--- config.mk ---
export PLATFORM = sky130hd
export DESIGN_NAME = tebr_filter
export DESIGN_NICKNAME = d
export VERILOG_FILES = /design/src/rtl/assert_macros.svh /design/src/rtl/tebr_pkg.sv /design/src/rtl/tebr_filter.sv
export SDC_FILE = /design/constraint.sdc
export NUM_CORES = 1
export LEC_CHECK = 0
export ABC_CLOCK_PERIOD_IN_PS = 1900
export BUFFER_PORTS_ARGS = -buffer_cell sky130_fd_sc_hd__buf_4
export CAP_MARGIN = 20
export CORE_MARGIN = 2
export CORE_UTILIZATION = 48
export DETAILED_ROUTE_END_ITERATION = 16
export GPL_TIMING_DRIVEN = 0
export PLACE_DENSITY = 0.92
export SYNTH_ARGS = -nofsm -noshare
export SYNTH_HDL_FRONTEND = slang
export SYNTH_SLANG_ARGS = --single-unit
--- constraint.sdc ---
create_clock -name vclk -period 1.9
set_input_delay 0.095 -clock vclk [all_inputs]
set_output_delay 0.095 -clock vclk [all_outputs]
set_load 0.02 [all_outputs]
--- src/rtl/assert_macros.svh ---
// ----------------------------------------------------------------------------
// assert_macros.svh
// Assertion macros used by the trace ring buffer RTL.
// ----------------------------------------------------------------------------
`ifndef ASSERT_MACROS_SVH
`define ASSERT_MACROS_SVH
`ifndef NO_ASSERTIONS
// same-cycle implication, disabled during reset
`define TEBR_ASSERT_IMP(lbl, clk, rst, ante, cons, msg) \
   lbl: assert property (@(posedge clk) disable iff (rst) (ante) |-> (cons)) \
      else $error(msg);
// next-cycle implication, disabled during reset
`define TEBR_ASSERT_NEXT(lbl, clk, rst, ante, cons, msg) \
   lbl: assert property (@(posedge clk) disable iff (rst) (ante) |=> (cons)) \
      else $error(msg);
`else
`define TEBR_ASSERT_IMP(lbl, clk, rst, ante, cons, msg)
`define TEBR_ASSERT_NEXT(lbl, clk, rst, ante, cons, msg)
`endif
`endif

--- src/rtl/tebr_pkg.sv ---
// ----------------------------------------------------------------------------
// tebr_pkg
// Types and constants of the trace event ring buffer.
// ----------------------------------------------------------------------------
package tebr_pkg;

   localparam logic [1:0] OP_LOG   = 2'd0;
   localparam logic [1:0] OP_READ  = 2'd1;
   localparam logic [1:0] OP_SETUP = 2'd2;

   localparam logic [1:0] FILT_NONE     = 2'd0;
   localparam logic [1:0] FILT_CLASS    = 2'd1;
   localparam logic [1:0] FILT_SUBCLASS = 2'd2;
   localparam logic [1:0] FILT_RANGE    = 2'd3;

   localparam int CSR_IDX_W  = 3;
   localparam int CSR_DATA_W = 32;

   localparam logic [CSR_IDX_W-1:0] CSR_LOG_ENABLE     = 3'd0;
   localparam logic [CSR_IDX_W-1:0] CSR_NO_WRAP        = 3'd1;
   localparam logic [CSR_IDX_W-1:0] CSR_FILTER_MODE    = 3'd2;
   localparam logic [CSR_IDX_W-1:0] CSR_FILTER_FIRST   = 3'd3;
   localparam logic [CSR_IDX_W-1:0] CSR_FILTER_SECOND  = 3'd4;
   localparam logic [CSR_IDX_W-1:0] CSR_BUFFER_ENTRIES = 3'd5;

   localparam int              BUF_ENTRIES_W   = 14;
   localparam logic [13:0]     BUF_ENTRIES_RST = 14'd8192;

   typedef struct packed {
      logic [1:0]  opcode;
      logic [31:0] event_id;
      logic [31:0] arg_one;
      logic [31:0] arg_two;
      logic [31:0] arg_three;
      logic [31:0] arg_four;
      logic [31:0] thread_tag;
      logic [63:0] time_now;
   } req_type;

   typedef struct packed {
      logic        entry_valid;
      logic [31:0] out_event_id;
      logic [31:0] out_arg_one;
      logic [31:0] out_arg_two;
      logic [31:0] out_arg_three;
      logic [31:0] out_arg_four;
      logic [31:0] out_thread_tag;
      logic [63:0] out_time;
      logic        logged;
      logic        stopped_flag;
   } rsp_type;

   // one ring entry as held in the store
   typedef struct packed {
      logic [31:0] event_id;
      logic [31:0] arg_one;
      logic [31:0] arg_two;
      logic [31:0] arg_three;
      logic [31:0] arg_four;
      logic [31:0] thread_tag;
      logic [63:0] time_stamp;
   } entry_type;

   // per-transaction status carried alongside the store read
   typedef struct packed {
      logic entry_valid;
      logic logged;
      logic stopped_flag;
   } status_type;

endpackage

--- src/rtl/tebr_filter.sv ---
// ----------------------------------------------------------------------------
// tebr_filter
// Event id filter: none, class, subclass or inclusive id range.
// ----------------------------------------------------------------------------
module tebr_filter (
   input  logic [1:0]  filter_mode,
   input  logic [31:0] filter_first,
   input  logic [31:0] filter_second,
   input  logic [31:0] event_id,
   output logic        pass
);
   import tebr_pkg::*;

   logic [7:0]  cls;
   logic [7:0]  sub;
   logic [7:0]  cls_inc;
   logic [8:0]  sub_inc;
   logic [31:0] lo;
   logic [31:0] hi;

   assign cls     = filter_first[7:0];
   assign sub     = filter_second[7:0];
   assign cls_inc = cls + 8'd1;
   assign sub_inc = {1'b0, sub} + 9'd1;

   always_comb begin
      lo   = 32'd0;
      hi   = 32'd0;
      pass = 1'b1;
      case (filter_mode)
         FILT_NONE: begin
            pass = 1'b1;
         end
         FILT_CLASS: begin
            lo   = {cls, 24'd0};
            hi   = {cls_inc, 24'd0};
            pass = (event_id >= lo) && (event_id <= hi);
         end
         FILT_SUBCLASS: begin
            // subclass carry ORs into the class byte
            lo   = {cls, sub, 16'd0};
            hi   = {cls, 24'd0} | {7'd0, sub_inc, 16'd0};
            pass = (event_id >= lo) && (event_id <= hi);
         end
         FILT_RANGE: begin
            lo   = filter_first;
            hi   = filter_second;
            pass = (event_id >= lo) && (event_id <= hi);
         end
         default: begin
            pass = 1'b1;
         end
      endcase
   end

endmodule

==> results.yml <==
status:
  status: "finished, violations left"
  failed_checks: "negative setup slack"
layout:
  numSequentialCells: 0
  regArea_um2: 0
  clkbuf_count: 0
  final_area_um2: 3640
  final_nets: 677
  fillCellCount: 460
  drive_gt1_share_pct: 26.00
  diodes: 0
  areaGrowthSynthToFinish_pct: 36.06
detailed_routing:
  top_layer_used: "met4"
  first_iter_violations: 150
  met3_length_um: 554
  drc: 0
  vias: 3121
  via_per_inst: 5.685
  dr_wl_met2_mm: 4.149
  drt-met1-wl_mm: 3.234
  firstDrtPassIters: 5
  drt_wl_total_mm: 8.134
  wire_per_inst_um: 14.82
  ant_nets: 0
worst_hold_path:
  hold_depth: 4
  hold_end: "pass"
  min_path_type: "input pin to output pin"
  min_from: "filter_mode[0]"
global_routing:
  grt-ovfl-total: 0
  grt_max_degree: 8
  grt.total_usage_pct: 25.92
  grt_pass1_vias: 3133
  grt_pass1_wl_mm: 13.39
  antenna_found_initial: 0
critical_path:
  cp-startpoint: "filter_second[0]"
  crit_type: "input pin to output pin"
  start_kind: "input pin"
  cp-end-kind: "output pin"
  crit_required_ns: 1.80
  cp_max_fo: 7
  crit_arrival_ns: 2.34
synth:
  synth_top_cell_area_share_pct: 46.77
  yosys.area.top_type: "ha_1"
  syn-instance-count: 370
  synth_area_leaders: "ha_1, inv_1, a21oi_1"
  synth_top_family_by_area: "adder cells"
  synth_mux_area_share_pct: 0
  synth_simple_gate_area_share_pct: 18.48
  synth_fa_ha_area_share_pct: 46.77
  synth_cell_types: 33
  syn-cell-area_um2: 2675
  yosysSeqAreaShare_pct: 0
  yosys.area_share.xor_xnor_pct: 3.929
  syn_nets: 568
  synth_compound_area_share_pct: 20.44
  yosys_warnings: 0
  postSynthAreaPerCell_um2: 7.230
timing:
  setup-violations-final: 1
  worst_slack_ns: -0.5338
  slew_viol_final: 0
  whs_ns: 0.7025
  fmax_ghz: 0.4109
  slew_headroom_pct: 69.42
  fin_crit_ns: 2.434
  tightest_slew_ns: 0.4538
  fin_crit_sh_pct: 128.1
  final_hold_viol_count: 0
  rsz0062_at_grt: "true"
placement:
  place_area_um2: 3528
  gp_congestion: 0.8675
  numPortBuffers: 99
  dp.final_hpwl_mm: 6.955
floorplan:
  core.rowCount: 27
  die_w_um: 78.65
  fp.dieH_um: 78.65
  ios: 99
  fp.dieArea_um2: 6186
  design.core.area_um2: 5439
  start_util_pct: 49.18
power_and_ir_drop:
  power_density_nw_per_um2: 216.5
  power.leakage_nw: 2.083
  power.total_uw: 788.2
  peakVddDrop_mv: 0.1103
job:
  cap_violations: 0
clocking:
  cts_hold_buf: 0
-- synthesized netlist by cell type, drive strengths merged, types with 3 or more instances --
cell type,n
a211oi,6
a21o,13
a21oi,41
a31oi,3
and3,4
and4,4
ha,100
inv,73
nand2,28
nand3,11
nand4,14
nor2,9
nor2b,5
nor3,6
nor4,8
o21ai,22
xnor2,12
-- cells by family after synthesis --
logic type / after synthesis
compound gates: 93
xor+xnor: 12
simple gates: 91
fa+ha+maj: 100
buf+inv: 74
-- cells in the final DEF (no fill, tap or decap), drive strengths merged, types with 3 or more instances in the layout --
cell type	netlist	layout
nor2b	5	5
a31oi	3	3
xnor2	12	12
o21ai	22	22
and3	4	4
inv	73	72
nor2	9	9
nand3	11	11
nand4	14	14
nor4	8	8
a211oi	6	6
buf	0	107
a21o	13	13
and4	4	4
nand2	28	28
ha	100	100
a21oi	41	41
nor3	6	6
-- per-stage QoR --
step / setup slack [ns] / std cells / util [%] / TNS (ns)
after floorplan: -0.1790 / 370 / - / -0.1790
after global placement: -0.5880 / 541 / 64.87 / -0.5880
after detailed placement: -0.6237 / 541 / 64.87 / -0.6237
after CTS: -0.5056 / 549 / 66.85 / -0.5056
after global routing: -0.6476 / 549 / 66.92 / -0.6476
final: -0.5338 / 549 / 66.92 / -0.5338
-- how the worst max path moves through the flow --
| stage | cells past startpoint | slack, ns | to |
|---|---|---|---|
| 2_1_floorplan | 13 | -0.18 | pass |
| 3_5_place_dp | 15 | -0.62 | pass |
| 5_1_grt | 15 | -0.65 | pass |
| 4_1_cts | 15 | -0.51 | pass |
| 3_3_place_gp | 13 | -0.59 | pass |
| 6_report | 13 | -0.53 | pass |
-- power by group --
| part | switching [mW] | internal, mW |
|---|---|---|
| logic | 0.397 | 0.391 |
| clock network | 0 | 0 |
| registers | 0 | 0 |
-- metal layers --
layer | GRT usage (%) | vias to the layer above
met4 | 6.667 | 0
met5 | 0 | -
met1 | 29.97 | 1421
met3 | 3.103 | 27
met2 | 49.66 | 124
li1 | - | 1549
-- cell type report --
cell class | instances | area, µm² | share of cell area (%)
multi-input cells | 296 | 2439 | 67.00
repair buffers | 107 | 822.0 | 22.59
inverters | 73 | 285.3 | 7.838
well taps | 72 | 90.09 | 2.475
plain buffers | 1 | 3.754 | 0.1031
-- worst max-delay path, cell delays in order --
cell      delay, ns
buf_4          0.14
ha_1           0.27
nand3_1        0.14
xnor2_1        0.17
ha_1           0.31
and4_1         0.22
nand4_1        0.12
a21oi_2        0.14
a211oi_1       0.06
a21oi_1        0.16
nor2_1         0.05
a221o_1        0.32
buf_6          0.14
-- what timing repair did --
item                                    4_1_cts  5_1_grt
setup buffers                                 8        0
resized for setup                            14        2
pin swaps                                    12        1
endpoints found under the setup margin        1        1
No activity file was read; power rests on OpenSTA's default activity.
